File: src/rtl/dphq_ram.sv
// Generic single-write, single-read RAM with registered read data.
module dphq_ram #(
  parameter int unsigned WIDTH = 8,
  parameter int unsigned DEPTH = 16
) (
  input  logic                              clk_i,
  input  logic                              we_i,
  input  logic [((DEPTH > 1) ? $clog2(DEPTH) : 1)-1:0] waddr_i,
  input  logic [WIDTH-1:0]                  wdata_i,
  input  logic [((DEPTH > 1) ? $clog2(DEPTH) : 1)-1:0] raddr_i,
  output logic [WIDTH-1:0]                  rdata_o
);

  logic [WIDTH-1:0] mem_q [DEPTH];

  always_ff @(posedge clk_i) begin
    if (we_i) begin
      mem_q[waddr_i] <= wdata_i;
    end
    rdata_o <= mem_q[raddr_i];
  end

endmodule

File: config.mk
export PLATFORM = sky130hd
export DESIGN_NAME = dphq_ram
export DESIGN_NICKNAME = d
export VERILOG_FILES = /design/src/rtl/dphq_ram.sv
export SDC_FILE = /design/constraint.sdc
export NUM_CORES = 1
export LEC_CHECK = 0
export BUFFER_PORTS_ARGS = -buffer_cell sky130_fd_sc_hd__buf_4
export CAP_MARGIN = 5
export CORE_ASPECT_RATIO = 1.2
export CORE_MARGIN = 3
export CORE_UTILIZATION = 60
export CTS_BUF_LIST = sky130_fd_sc_hd__clkbuf_2
export DETAILED_ROUTE_END_ITERATION = 10
export HOLD_SLACK_MARGIN = 0.15
export PLACE_DENSITY = 0.82
export SETUP_SLACK_MARGIN = 0.3
export SYNTH_ARGS = -nofsm -noshare
export SYNTH_HDL_FRONTEND = slang
export SYNTH_SLANG_ARGS = --single-unit
File: constraint.sdc
create_clock -name clk_i -period 2.6 [get_ports clk_i]
set_clock_uncertainty 0.2 [all_clocks]
set_input_delay 0.52 -clock clk_i [delete_from_list [all_inputs] [get_ports clk_i]]
set_output_delay 0.52 -clock clk_i [all_outputs]
set_load 0.01 [all_outputs]
# Word level (Yosys, flattened, before mapping)
# Memory sizes are Yosys's and may differ from the RTL's. A register that Yosys moved wholly into a read port is not among the register bits.
# Index checks and enable logic that the tools add are counted.
# W data, S select, Z words.
totals:
  regBits: 0
  ramBits: 128
  in_bits: 18
  output_inout_bits: 8
  elab_cells: 3
  mem_count: 1
op_classes:
  mux: 2
memory_table:
  columns: ["memory", "depth", "word_bits", "read_ports", "rd_ports_with_merged_regs", "write_ports", "line", "rtl"]
  rows:
  - ["mem_q", 16, 8, 1, 1, 1, "14", "logic [WIDTH-1:0] mem_q [DEPTH];"]
op_table:
  columns: ["cell", "count"]
  rows:
  - ["$mux W1", 2]

# Logic depth before layout (Yosys ltp)
logic_depth:
  word_depth: 2
  ltp_mapped: 5
  depth_no_buf: 3

# Worst setup path after synthesis
# No wires, ideal clock.
synth_path:
  kind: "input-to-reg"
  startpoint: "input waddr_i[2] (netlist name)"
  endpoint: "memory mem_q[0][0] (enable)"
  setup_ps: 383
  arrival_time_ps: 1630
  t_required_ps: 2017
  setup_slack_ps: 387
  path_stages: 2
  n_path_buf: 0
  cell_sequence: "or3b_2 nor3_1"
synth_rtl:
  columns: ["element", "line", "rtl"]
  rows:
  - ["from (decl)", "8", "input logic [((DEPTH > 1) ? $clog2(DEPTH) : 1)-1:0] waddr_i,"]
  - ["to (decl)", "14", null]
# No word-level cell before the write port.

# Final worst setup path
layout_path:
  startpoint: "input waddr_i[3] (netlist name)"
  endpoint: "memory mem_q[4][4] (enable)"
# No word-level cell before the write port.

==> results.yml <==
drt:
  wl_met1_um: 3820
  antenna_left: 0
  wl_per_cell_um: 22.4
  top_layer_used: "met4"
  drt_drc_violations_left: 0
  first_iter_violations: 229
  firstDrtPassIters: 4
  num_vias: 2492
  wl_met3_um: 584
  via_per_inst: 5.85
  drt-total-wl_um: 9550
  route.met2.wl_um: 5070
clock_tree:
  numCtsBuffers: 17
  cts_tree: "done"
  path_clk_slew_ns: 0.17
  cts-root-buf: "clkbuf_2"
  clkSinkCount: 136
  ctsResizeCount: 0
  clock_path_buffers: 2
  insertion_delay_ns: 0.64
  ctsHtreeMaxLevel: 4
synth:
  syn_avg_cell_area_um2: 22.5
  syn_inst: 229
  synth-seq-cells: 136
  ys_seq_area_frac: 0.778
  synthesis.nets: 247
  synth_warnings: 0
  netlist_area_um2: 5150
  ys_types: 19
finish:
  n_fill_cell: 509
  nets: 317
  multi_input_area_um2: 1060
  layout_commonest_cell: "edfxtp_1"
  regArea_um2: 4000
  num_antenna_cells: 0
  drive_gt1_frac: 0.311
  area_growth_pct: 14.9
  final_design_area_no_fill_um2: 5910
  post-route-util: 0.717
  mostFrequentLayoutCells: "128 x edfxtp_1, 45 x buf_4, 19 x clkbuf_2"
floorplan:
  pin_count: 26
  initial_core_util: 0.624
  core_area_um2: 8240
  dieArea_um2: 9730
  rows: 36
  die_x_um: 90.6
  die_h_um: 107
worst_hold_path:
  hold_class: "in2reg"
power:
  sw_frac_of_total: 0.229
  power_frac_comb: 0.069
  switchingPower_mw: 0.868
  vdd_ir_drop_max_mv: 0.409
  seq_power_share: 0.651
  p_per_area_nw_per_um2: 640
  p_int_mw: 2.92
  leakage_nw: 2.02
  clkPwrFrac: 0.280
setup_path:
  critPathLaunchType: "input pin"
  endpoint_kind: "register"
  required_ns: 2.77
  cp_max_fo: 5
  arrival_ns: 2.42
  worstSetupPathType: "in2reg"
grt:
  grt.total_usage: 0.219
  first_global_vias: 2756
  grt_max_degree: 33
  gr-total-overflow: 0
  antenna_found_initial: 0
  grt_pass1_wl_um: 15100
sta:
  hold-worst-slack_ns: 0.305
  finalCritPeriodShare: 0.866
  rsz0062_at_grt: "no"
  finalSetupViolCount: 0
  hold_viol: 0
  period_minus_slack_ns: 2.25
  finalSetupTns_ns: 0
  slew-limit-headroom: 0.595
  timing.fmax_ghz: 0.444
  tightest_slew_ns: 0.606
  maxSlewViolCount: 0
placement:
  place.gp.congestion: 0.761
  io_buffer_count: 25
  placed_area_um2: 5560
  hpwl_um: 6260
job:
  maxCapViolations: 0
run_status:
  status: "finished, final reports clean"
## per-stage QoR
| step | worst slack [ns] | cells | power (mW) |
|---|---|---|---|
| global placement | 0.369 | 379 | 2.75 |
| finish | 0.348 | 426 | 3.78 |
| floorplan | 0.387 | 229 | 2.64 |
| detailed placement | 0.351 | 379 | 2.76 |
| global route | 0.390 | 426 | 3.93 |
| CTS | 0.492 | 426 | 3.82 |
## critical path, cell delays in order
cell and delay, ns:
dlygate4sd3_1 0.54, buf_4 0.15, nand3b_1 0.22, nor3_1 0.19
dlygate4sd3_1 0.62, buf_4 0.17
## final cells by class
class | count | share of cell area
clock buffer | 19 | 0.0161
clock inverter | 13 | 0.0180
multi-input combinational | 83 | 0.179
sequential | 136 | 0.677
tap | 114 | 0.0241
timing repair buffer | 61 | 0.0859
## synthesized netlist by cell type
library cell	number	share of area
buf_4	1	0.0015
nor2_1	13	0.0095
dfxtp_1	8	0.031
nor3_1	4	0.0039
mux4_1	14	0.071
and2b_1	1	0.0015
nand3b_1	2	0.0029
edfxtp_1	128	0.75
buf_2	3	0.0029
nor2b_1	1	0.0012
nand3_1	1	0.00097
nand2b_1	2	0.0024
nand2_1	9	0.0066
a22oi_1	16	0.023
or3b_2	1	0.0017
buf_6	3	0.0066
and2_1	1	0.0012
mux4_2	18	0.079
clkdlybuf4s25_2	3	0.0058
## flip-flops by register name, summed over array words and instances, names as in the netlist
signal,cells
mem_q,128
rdata_o,8
## power by group through the flow
stage               Combinational, mW  Sequential (mW)  Clock [mW]
CTS                             0.264             2.47        1.09
global route                    0.282             2.47        1.18
global placement                0.236             2.51           0
detailed placement              0.245             2.51           0
finish                          0.261             2.46        1.06
floorplan                       0.124             2.51           0
## cells by family after synthesis
logic type / synth area share
mux: 0.150
buf+inv: 0.0168
flops: 0.778
compound gates: 0.0233
simple gates: 0.0318
## routing by layer
| layer | vias up | GRT usage |
|---|---|---|
| met3 | 6 | 0.0664 |
| li1 | 1111 | - |
| met1 | 1284 | 0.282 |
| met4 | 0 | 0.0788 |
| met5 | - | 0 |
| met2 | 91 | 0.356 |
## final timing paths
path	start	end	slack, ns	cells after the start
max	waddr_i[3]	mem_q[4][4]	0.35	6
min	we_i	mem_q[2][6]	0.31	3
max reg2reg	mem_q[7][6]	rdata_o[6]	1.02	3
min reg2reg	mem_q[12][4]	rdata_o[4]	0.50	3
## repair_timing
item	in CTS	in global routing
endpoints found under the setup margin	0	0
hold buffers	15	0
hold endpoints to repair	159	0
buffers inserted	0	0
(Power assumes the default switching activity.)
