## src/rtl/dphq_pkg.sv

```systemverilog
// Shared types and constants for the deadline priority heap queue.
package dphq_pkg;

  localparam int unsigned QUEUE_DEPTH = 64;
  localparam int unsigned IDX_W       = (QUEUE_DEPTH > 1) ? $clog2(QUEUE_DEPTH) : 1;
  localparam int unsigned CNT_W       = $clog2(QUEUE_DEPTH + 1);
  localparam int unsigned COUNT_OUT_W = 7;

  localparam int unsigned KIND_W     = 2;
  localparam int unsigned ID_W       = 8;
  localparam int unsigned TIME_W     = 32;

  typedef enum logic [KIND_W-1:0] {
    KIND_PUSH = 2'd0,
    KIND_POP  = 2'd1,
    KIND_PEEK = 2'd2,
    KIND_NONE = 2'd3
  } kind_e;

  typedef enum logic {
    POLICY_FIFO = 1'b0,
    POLICY_EDF  = 1'b1
  } policy_e;

  typedef struct packed {
    logic [ID_W-1:0]   id;
    logic [TIME_W-1:0] deadline;
    logic [TIME_W-1:0] arrival;
  } entry_t;

  localparam int unsigned ENTRY_W = $bits(entry_t);

  typedef enum logic [3:0] {
    S_IDLE,
    S_POP_LD,
    S_UP_RD,
    S_UP_CMP,
    S_DN_RDL,
    S_DN_RDR,
    S_DN_CMP,
    S_PLACE,
    S_HEAD_RD,
    S_OUT
  } state_e;

endpackage

```

## src/rtl/dphq_rank.sv

```systemverilog
// Priority compare: true when entry a must sit above entry b under the policy.
module dphq_rank (
  input  dphq_pkg::policy_e policy_i,
  input  dphq_pkg::entry_t  a_i,
  input  dphq_pkg::entry_t  b_i,
  output logic              before_o
);

  logic dl_ne;
  logic dl_lt;
  logic ar_lt;

  assign dl_ne = (a_i.deadline != b_i.deadline);
  assign dl_lt = (a_i.deadline < b_i.deadline);
  assign ar_lt = (a_i.arrival < b_i.arrival);

  always_comb begin
    before_o = ar_lt;
    if (policy_i == dphq_pkg::POLICY_EDF && dl_ne) begin
      before_o = dl_lt;
    end
  end

endmodule

```

## config.mk

```make
export PLATFORM = sky130hd
export DESIGN_NAME = dphq_rank
export DESIGN_NICKNAME = d
export VERILOG_FILES = /design/src/rtl/dphq_pkg.sv /design/src/rtl/dphq_rank.sv
export SDC_FILE = /design/constraint.sdc
export NUM_CORES = 1
export LEC_CHECK = 0
export ABC_AREA = 1
export CORE_MARGIN = 2
export CORE_UTILIZATION = 45
export DETAILED_ROUTE_END_ITERATION = 6
export DONT_BUFFER_PORTS = 1
export SETUP_SLACK_MARGIN = 0.15
export SYNTH_ARGS = -nofsm -noshare
export SYNTH_HDL_FRONTEND = slang
export SYNTH_SLANG_ARGS = --single-unit
```

## constraint.sdc

```tcl
create_clock -name vclk -period 1.2
set_input_delay 0.06 -clock vclk [all_inputs]
set_output_delay 0.06 -clock vclk [all_outputs]
set_load 0.1 [all_outputs]
```

Word level (Yosys, flattened, before mapping)
Cells that the tools add are included.
- magnitude comparators: 2
- eq/ne operators: 1
- multiplexer cells: 1
- reductions and logical operators: 1
- operators with widths (operator ; number):
    32-bit < comparator ; 2
    32-bit inequality test ; 1
    1-bit logical AND ; 1
    1-bit two-way mux ; 1
- register bits after elaboration: 0
- bits of input ports: 145
- output and inout bits: 1
- logic and storage cells: 5

Longest topological paths before layout
Gate-level depths: netlist (run 1).
- depth in word-level cells: 3
- depth in mapped cells: 13
- depth with buffers taken out: 13

Worst setup path after synthesis (run 1)
No wires, ideal clock.
- kind: input port to output port
- start: in b_i[55] (netlist bit)
- end: out before_o
- data arrival time: 1627 ps
- data required time: 1140 ps
- setup slack: -487 ps
- cell stages on the path: 12
- buffers on the path: 0
- cell sequence: inv_1 ha_1 nand2_2 nor2_4 nand2_2 nor2_2 nand2_1 nand2_1 nand2_1 nor2_2 nand2_1 nand2_1
- longest elaborated chain between the ends: 3
- elaborated cells between the ends (all ways): 4
- classes of those cells: order compare (1); eq/ne (1); mux (1); reduce/logical (1)
- ends and longest elaborated chain (item ; line ; text):
    start, declared ; dphq_rank.sv:5 ; input dphq_pkg::entry_t b_i,
    parallel branches: the longest is 2 deep, another holds 32-bit < comparator ; -- ;
    1-bit two-way mux (*) ; dphq_rank.sv:19 ; if (policy_i == dphq_pkg::POLICY_EDF && dl_ne) begin
    end, declared ; dphq_rank.sv:6 ; output logic before_o
Every way passes the cells marked *.

Final worst setup path (run 1)
- start: in b_i[61] (netlist bit)
- end: out before_o
Same word-level chain as after synthesis.

==> results.yml, run 1 <==
final_layout:
  seq_cells: 0
  fin_area_um2: 2280
  areaGrowthSynthToFinish_pct: 32.4
  regArea_um2: 0
  drive_above_1_share: 0.329
  final_cell_mix: "48 x inv_1, 47 x nand2_1, 37 x ha_1"
  multi_input_area_um2: 1870
  layout_commonest_cell: "inv_1"
  n_clock_buffer: 0
  fin_nets: 490
  n_antenna_cell: 0
  fillerInstances: 365
cts:
  ctsHoldBuffers: 0
worst_setup_path:
  critPathBufInv: 1
  critical_path_class: "in2out"
  crit_top_cell: "nand2_2"
  crit_chain: "inv_12 > ha_4 > nand2_2 > nor2_4 > nand2_2 > nor2_4 > nand2_2 > nand2_2 > nand2_2 > nor2_2 > nand2_2 > nand2_8"
  cp.depth: 12
  crit_family: "simple AND/OR/NAND/NOR gates"
  cpMaxStageDelayCell: "ha_4"
  critical_path_required_ns: 1.14
  arrival_ns: 1.24
  critPathMaxStageDelay_ns: 0.25
  end_kind: "output pin"
  critPathMaxFanout: 2
  crit_path_start_kind: "primary input"
global_routing:
  grt_pass1_wl_mm: 5.49
  grt_overflow: 0
  grt_max_degree: 4
  antenna_found_initial: 0
  grt_pass1_vias: 1458
  grt_util_all_layers: 0.151
routing:
  vias: 1621
  antenna_left: 0
  dr.pass1.iters: 3
  drc: 0
  viasPerCell: 4.94
  drt-total-wl_mm: 3.79
  drtIter0Drc: 9
  wl_per_cell_um: 11.6
floorplan:
  coreArea_um2: 3660
  die_w_um: 65.9
  rows: 22
  die-area_um2: 4340
  io_pins: 146
  start_util: 0.471
  die_h_um: 65.9
hold_path:
  hp-class: "in2out"
  worstHoldPathCells: 4
synth:
  synthMuxAreaShare: 0
  syn_area_um2: 1720
  synth_cell_type_count: 19
  synthCells: 277
  synth_simple_gate_area_frac: 0.253
  synthesis.nets: 485
  synth_compound_area_frac: 0.124
  seq_area_frac_synth: 0
  synth_fa_ha_area_frac: 0.457
  synth_top_family_by_area: "adder cells"
  avgSynthCellArea_um2: 6.22
  synth_warnings: 0
  synth_xor_area_frac: 0
timing:
  maxSlewViolCount: 0
  whs_ns: 0.469
  setup_violations: 1
  clock.fmax_mhz: 767
  finalCriticalPeriod_ns: 1.30
  finalCritPeriodShare: 1.09
  hold_violations: 0
  slew_headroom: 0.875
  rsz0062_at_grt: "true"
  fin_tns_setup_ns: -0.104
  worstMarginPinSlew_ns: 0.185
  fin_ws_ns: -0.104
pwr:
  leakagePower_nw: 1.19
  pwr_density_cell_nw_per_um2: 321
  irDropWorstVdd_mv: 0.136
place:
  io_buffers: 0
  hpwl_mm: 3.45
  placed_area_um2: 2070
  gp_congestion: 0.711
run_status:
  status: "complete, but fails checks"
  failed_checks: "negative setup slack"
flow_run:
  max_cap_viol_count: 0
[cells in the mapped netlist (all sizes together)]
cell / count / share of area
nand3: 4 / 0.012
clkinv: 1 / 0.0022
ha: 63 / 0.46
a21oi: 30 / 0.087
o211ai: 1 / 0.0044
o21ai: 8 / 0.023
nor3: 2 / 0.0058
inv: 75 / 0.16
nand2: 69 / 0.16
nand4: 1 / 0.0036
o21a: 2 / 0.0094
nor2: 21 / 0.067
[path summary, 6_finish.rpt]
| path | startpoint | end | slack, ns |
|---|---|---|---|
| hold / removal | policy_i | before_o | 0.47 |
| setup / recovery | b_i[61] | before_o | -0.10 |
[cell type report]
cell class,count,share of cell area
inverters,76,0.144
repair buffers,3,0.00987
well taps,48,0.0263
multi-input cells,201,0.820
[worst min-delay path, cell delays in order]
cell     delay, ns
nand3_1       0.06
nor2_1        0.04
nand2_2       0.10
nand2_8       0.14
[power by group]
group          leakage (nW)  internal (mW)  switching (mW)
Sequential                0              0               0
Combinational          1.19          0.346           0.386
Clock                     0              0               0
Total                  1.19          0.346           0.386
[per-layer routing]
metal | track usage | routed length, µm
met5 | 0 | 0
met4 | 0.00521 | 0
met3 | 0.0426 | 375
met2 | 0.282 | 1980
met1 | 0.179 | 1440
[stage by stage]
| stage | utilization | power [mW] | std cells | worst slack [ns] |
|---|---|---|---|---|
| 2_1_floorplan | - | 0.545 | 277 | -0.0525 |
| 3_3_place_gp | 0.565 | 0.635 | 327 | -0.150 |
| 3_5_place_dp | 0.565 | 0.648 | 327 | -0.178 |
| 4_1_cts | 0.588 | 0.691 | 327 | -0.110 |
| 5_1_grt | 0.623 | 0.844 | 328 | -0.230 |
| 6_report | 0.623 | 0.733 | 328 | -0.104 |
[timing repair]
item / 4_1_cts / 5_1_grt
buffers inserted: 0 / 1
endpoints found under the setup margin: 1 / 1
resized for setup: 19 / 31
pin swaps: 19 / 30
[cell families after synthesis]
family	count (synthesis)
simple gates	97
buf+inv	76
fa+ha+maj	63
compound gates	41
Power figures use the tool's default switching activity.
==> inputs of run 2 (changes only) <==
Settings changed: ABC_AREA 1 to default, CORE_ASPECT_RATIO from default to 0.8, CORE_UTILIZATION 45 to 35.
==> run 2 against run 1 <==
Final cell count fell by 12%. Final area shrank 14%. Maximum frequency down 21%. Sequential share of layout area did not move. Global-route usage down 1.5 points. Worst setup slack worse by 0.35 ns. Non-clock buffer count is 10 higher. Largest power group unchanged. Utilization decreased by 17 points. The run still ends with negative setup slack left. Clock-buffer cell count stayed put. Critical path type unchanged.
==> results.yml, run 2 <==
pwr:
  switchingPower_uw: 294
  p_clk_frac: 0
  internal_power_uw: 299
  leakagePower_nw: 1.07
  totalPowerFinal_uw: 593
  pwr_density_cell_nw_per_um2: 303
  pwr-share-seq: 0
  switching_share: 0.496
  irDropWorstVdd_mv: 0.122
  power_frac_comb: 1.000
synth:
  synthCells: 220
  synth_cell_type_count: 29
  synthesis.nets: 428
  synthTopCellsByArea: "ha_1 49%, inv_1 15%, a21oi_1 7.2%"
  post-synth-top-count-cell: "inv_1"
  avgSynthCellArea_um2: 7.25
  synth.cells.most_frequent: "64 x inv_1, 63 x ha_1, 23 x a21oi_1, 13 x nand4_1, 9 x nand3_1"
  yosys.area.top_type: "ha_1"
  synth_warnings: 0
  yosys.area.top_type_share: 0.494
  syn_area_um2: 1600
  seq_area_frac_synth: 0
worst_setup_path:
  arrival_ns: 1.59
  critical_path_class: "in2out"
  crit_path_start_kind: "primary input"
  critical_path_required_ns: 1.14
  end_kind: "output pin"
  critPathMaxFanout: 2
cts:
  ctsHoldBuffers: 0
run_status:
  status: "complete, but fails checks"
  failed_checks: "negative setup slack"
routing:
  drc: 0
  vias: 1511
  antenna_left: 0
  drtIter0Drc: 18
  dr.pass1.iters: 4
  drt-total-wl_mm: 3.73
  wl_per_cell_um: 12.9
  viasPerCell: 5.21
timing:
  maxSlewViolCount: 0
  clock.fmax_mhz: 606
  whs_ns: 0.474
  hold_violations: 0
  rsz0062_at_grt: "true"
  fin_ws_ns: -0.450
  finalCritPeriodShare: 1.38
  setup_violations: 1
  slew_headroom: 0.726
  finalCriticalPeriod_ns: 1.65
  worstMarginPinSlew_ns: 0.410
final_layout:
  postLayoutCoreUtil: 0.456
  seq_cells: 0
  n_antenna_cell: 0
  final_cell_mix: "56 x inv_1, 54 x ha_1, 22 x a21oi_1"
  layout_commonest_cell: "inv_1"
  areaGrowthSynthToFinish_pct: 22.5
  fin_nets: 443
  drive_above_1_share: 0.172
  final_cells: 290
  regArea_um2: 0
  n_clock_buffer: 0
hold_path:
  worstHoldPathCells: 4
  hold_start: "policy_i"
  min_to: "before_o"
  hp-class: "in2out"
global_routing:
  grt_max_degree: 4
  grt_pass1_vias: 1467
  grt_util_all_layers: 0.136
  grt_overflow: 0
  grt_pass1_wl_mm: 5.89
  antenna_found_initial: 0
place:
  io_buffers: 0
  dp_slack_ns: -0.658
  dp.cells: 289
  hpwl_mm: 3.65
  gp_congestion: 0.762
floorplan:
  die_w_um: 79.5
  rows: 21
  die_h_um: 64.4
  die-area_um2: 5120
  start_util: 0.372
  coreArea_um2: 4280
  io_pins: 146
flow_run:
  max_cap_viol_count: 0
-- run 2: worst max-delay path: stages --
cell	delay [ns]
inv_12	0.01
ha_4	0.24
nand4_1	0.16
and4bb_4	0.38
nand3_2	0.08
a211oi_2	0.20
o31ai_2	0.12
o21ai_4	0.15
buf_12	0.19
-- run 2: area by class of cell --
class	count	area, µm²
Fill cell	455	2330
Timing Repair Buffer	13	110
Inverter	65	269
Tap cell	57	71.3
Multi-Input combinational cell	155	1500
-- run 2: timing repair --
item / 4_1_cts / 5_1_grt
endpoints found under the setup margin: 1 / 1
setup buffers: 1 / 0
gates resized for setup: 9 / 1
pin swaps: 6 / 0
-- run 2: cells by family after synthesis --
logic type | after synthesis | share of synthesized area
buf+inv | 65 | 0.153
simple gates | 43 | 0.162
fa+ha+maj | 63 | 0.494
compound gates | 49 | 0.191
-- run 2: worst max path at each step --
stage / startpoint / end / cells after the start
2_1_floorplan: b_i[62] / before_o / 8
3_3_place_gp: b_i[9] / before_o / 9
3_5_place_dp: b_i[9] / before_o / 9
4_1_cts: b_i[62] / before_o / 9
5_1_grt: b_i[63] / before_o / 9
6_report: b_i[62] / before_o / 9
-- run 2: metal layers --
metal / vias up / global-route usage / wire (µm)
li1: 797 / - / -
met1: 648 / 0.172 / 1630
met2: 66 / 0.254 / 1820
met3: 0 / 0.0226 / 275
met4: 0 / 0 / 0
met5: - / 0 / 0
-- run 2: power by group through the flow --
stage | logic [mW] | clock network [mW] | registers [mW]
3_5_place_dp | 0.574 | 0 | 0
4_1_cts | 0.602 | 0 | 0
5_1_grt | 0.692 | 0 | 0
3_3_place_gp | 0.565 | 0 | 0
6_report | 0.593 | 0 | 0
2_1_floorplan | 0.419 | 0 | 0
-- run 2: metrics by stage --
stage	TNS [ns]	area, µm²
final	-0.450	1950
after global routing	-0.547	1950
after CTS	-0.450	1950
after detailed placement	-0.658	1910
after global placement	-0.696	1910
after floorplan	-0.544	1730
==> inputs of run 3 (changes only) <==
Clock period 1.2 ns to 1.4 ns, I/O delays scaled along.
==> run 3 against run 2 <==
The run still ends with negative setup slack left. Final area up 0.83%. Die area unchanged. Clock-buffer cell count unchanged. Sequential cell count unchanged. Via count up 0.46%. Hold slack better by 0.015 ns.
==> results.yml, run 3 (synthesis gave the netlist of run 2 again) <==
worst_setup_path:
  end_kind: "output pin"
  critical_path_required_ns: 1.33
  arrival_ns: 1.59
  critical_path_class: "in2out"
  cp-startpoint: "b_i[59]"
  critPathMaxFanout: 3
  crit_path_start_kind: "primary input"
cts:
  ctsHoldBuffers: 0
final_layout:
  layout_commonest_cell: "inv_1"
  fin_nets: 442
  n_clock_buffer: 0
  final_cell_mix: "55 x inv_1, 52 x ha_1, 23 x a21oi_1"
  regArea_um2: 0
  multi_input_area_um2: 1530
  fillerInstances: 467
  areaGrowthSynthToFinish_pct: 23.5
  seq_cells: 0
  drive_above_1_share: 0.177
  fin_area_um2: 1970
  n_antenna_cell: 0
routing:
  drtIter0Drc: 20
  vias: 1518
  drt-total-wl_mm: 3.82
  dr.pass1.iters: 4
  drc: 0
  wl_per_cell_um: 13.2
  antenna_left: 0
  viasPerCell: 5.25
timing:
  maxSlewViolCount: 0
  clock.fmax_mhz: 604
  rsz0062_at_grt: "true"
  slew_headroom: 0.776
  fin_ws_ns: -0.256
  finalCritPeriodShare: 1.18
  worstMarginPinSlew_ns: 0.328
  hold_violations: 0
  fin_tns_setup_ns: -0.256
  setup_violations: 1
  finalCriticalPeriod_ns: 1.66
place:
  io_buffers: 0
  placed_area_um2: 1910
  hpwl_mm: 3.69
  gp_congestion: 0.762
hold_path:
  min_to: "before_o"
  hp-class: "in2out"
  worstHoldPathCells: 4
  hold_start: "policy_i"
global_routing:
  grt_pass1_vias: 1514
  grt_overflow: 0
  grt_util_all_layers: 0.142
  grt_max_degree: 4
  antenna_found_initial: 0
  grt_pass1_wl_mm: 6.13
floorplan:
  coreArea_um2: 4280
  rows: 21
  die_h_um: 64.4
  start_util: 0.372
  die_w_um: 79.5
  io_pins: 146
  die-area_um2: 5120
pwr:
  p_clk_frac: 0
  switchingPower_uw: 254
  irDropWorstVdd_mv: 0.104
  internal_power_uw: 261
  pwr-share-seq: 0
  pwr_density_cell_nw_per_um2: 261
  power_frac_comb: 1.000
  switching_share: 0.493
  leakagePower_nw: 1.07
  totalPowerFinal_uw: 515
run_status:
  failed_checks: "negative setup slack"
  status: "complete, but fails checks"
flow_run:
  max_cap_viol_count: 0
-- run 3: cell count changes in the layout (fill, tap and decap cells not counted), sizes merged --
cell and change:
buf -1
-- run 3: what timing repair did --
action | in CTS | in global routing
pin swaps | 7 | 0
resized for setup | 13 | 0
buffers inserted | 0 | 0
gates cloned | 0 | 0
setup endpoints to repair | 1 | 1
-- run 3: layout make-up --
| type | count | area share |
|---|---|---|
| Multi-Input combinational cell | 155 | 0.774 |
| Tap cell | 57 | 0.0362 |
| Timing Repair Buffer | 12 | 0.0521 |
| Inverter | 65 | 0.138 |
-- run 3: metal layers --
layer | GRT usage | part of all wire | up-vias
li1 | - | - | 801
met1 | 0.176 | 0.43 | 657
met2 | 0.273 | 0.50 | 60
met3 | 0.0212 | 0.069 | 0
met4 | 0 | 0 | 0
met5 | 0 | 0 | -
-- run 3: how the worst max path moves through the flow --
stage	end	slack, ns
2_1_floorplan	before_o	-0.36
3_3_place_gp	before_o	-0.52
3_5_place_dp	before_o	-0.38
4_1_cts	before_o	-0.27
5_1_grt	before_o	-0.35
6_report	before_o	-0.26
-- run 3: power groups by stage --
| stage | logic (mW) | registers (mW) | clock network [mW] |
|---|---|---|---|
| 5_1_grt | 0.602 | 0 | 0 |
| 3_5_place_dp | 0.495 | 0 | 0 |
| 2_1_floorplan | 0.359 | 0 | 0 |
| 4_1_cts | 0.522 | 0 | 0 |
| 6_report | 0.515 | 0 | 0 |
| 3_3_place_gp | 0.484 | 0 | 0 |
-- run 3: critical path, stage by stage --
cell      delay [ns]
inv_1           0.05
ha_4            0.28
nand4_1         0.10
and4bb_4        0.36
nand3_2         0.07
a211oi_2        0.20
o31ai_2         0.11
o21ai_4         0.15
buf_12          0.19
-- run 3: through the flow --
step	hold WS, ns	instances	worst slack (ns)	utilization
after floorplan	0.466	220	-0.364	-
after global placement	0.493	289	-0.518	0.445
after detailed placement	0.495	289	-0.377	0.445
after CTS	0.495	289	-0.273	0.460
after global routing	0.499	289	-0.352	0.460
final	0.489	289	-0.256	0.460
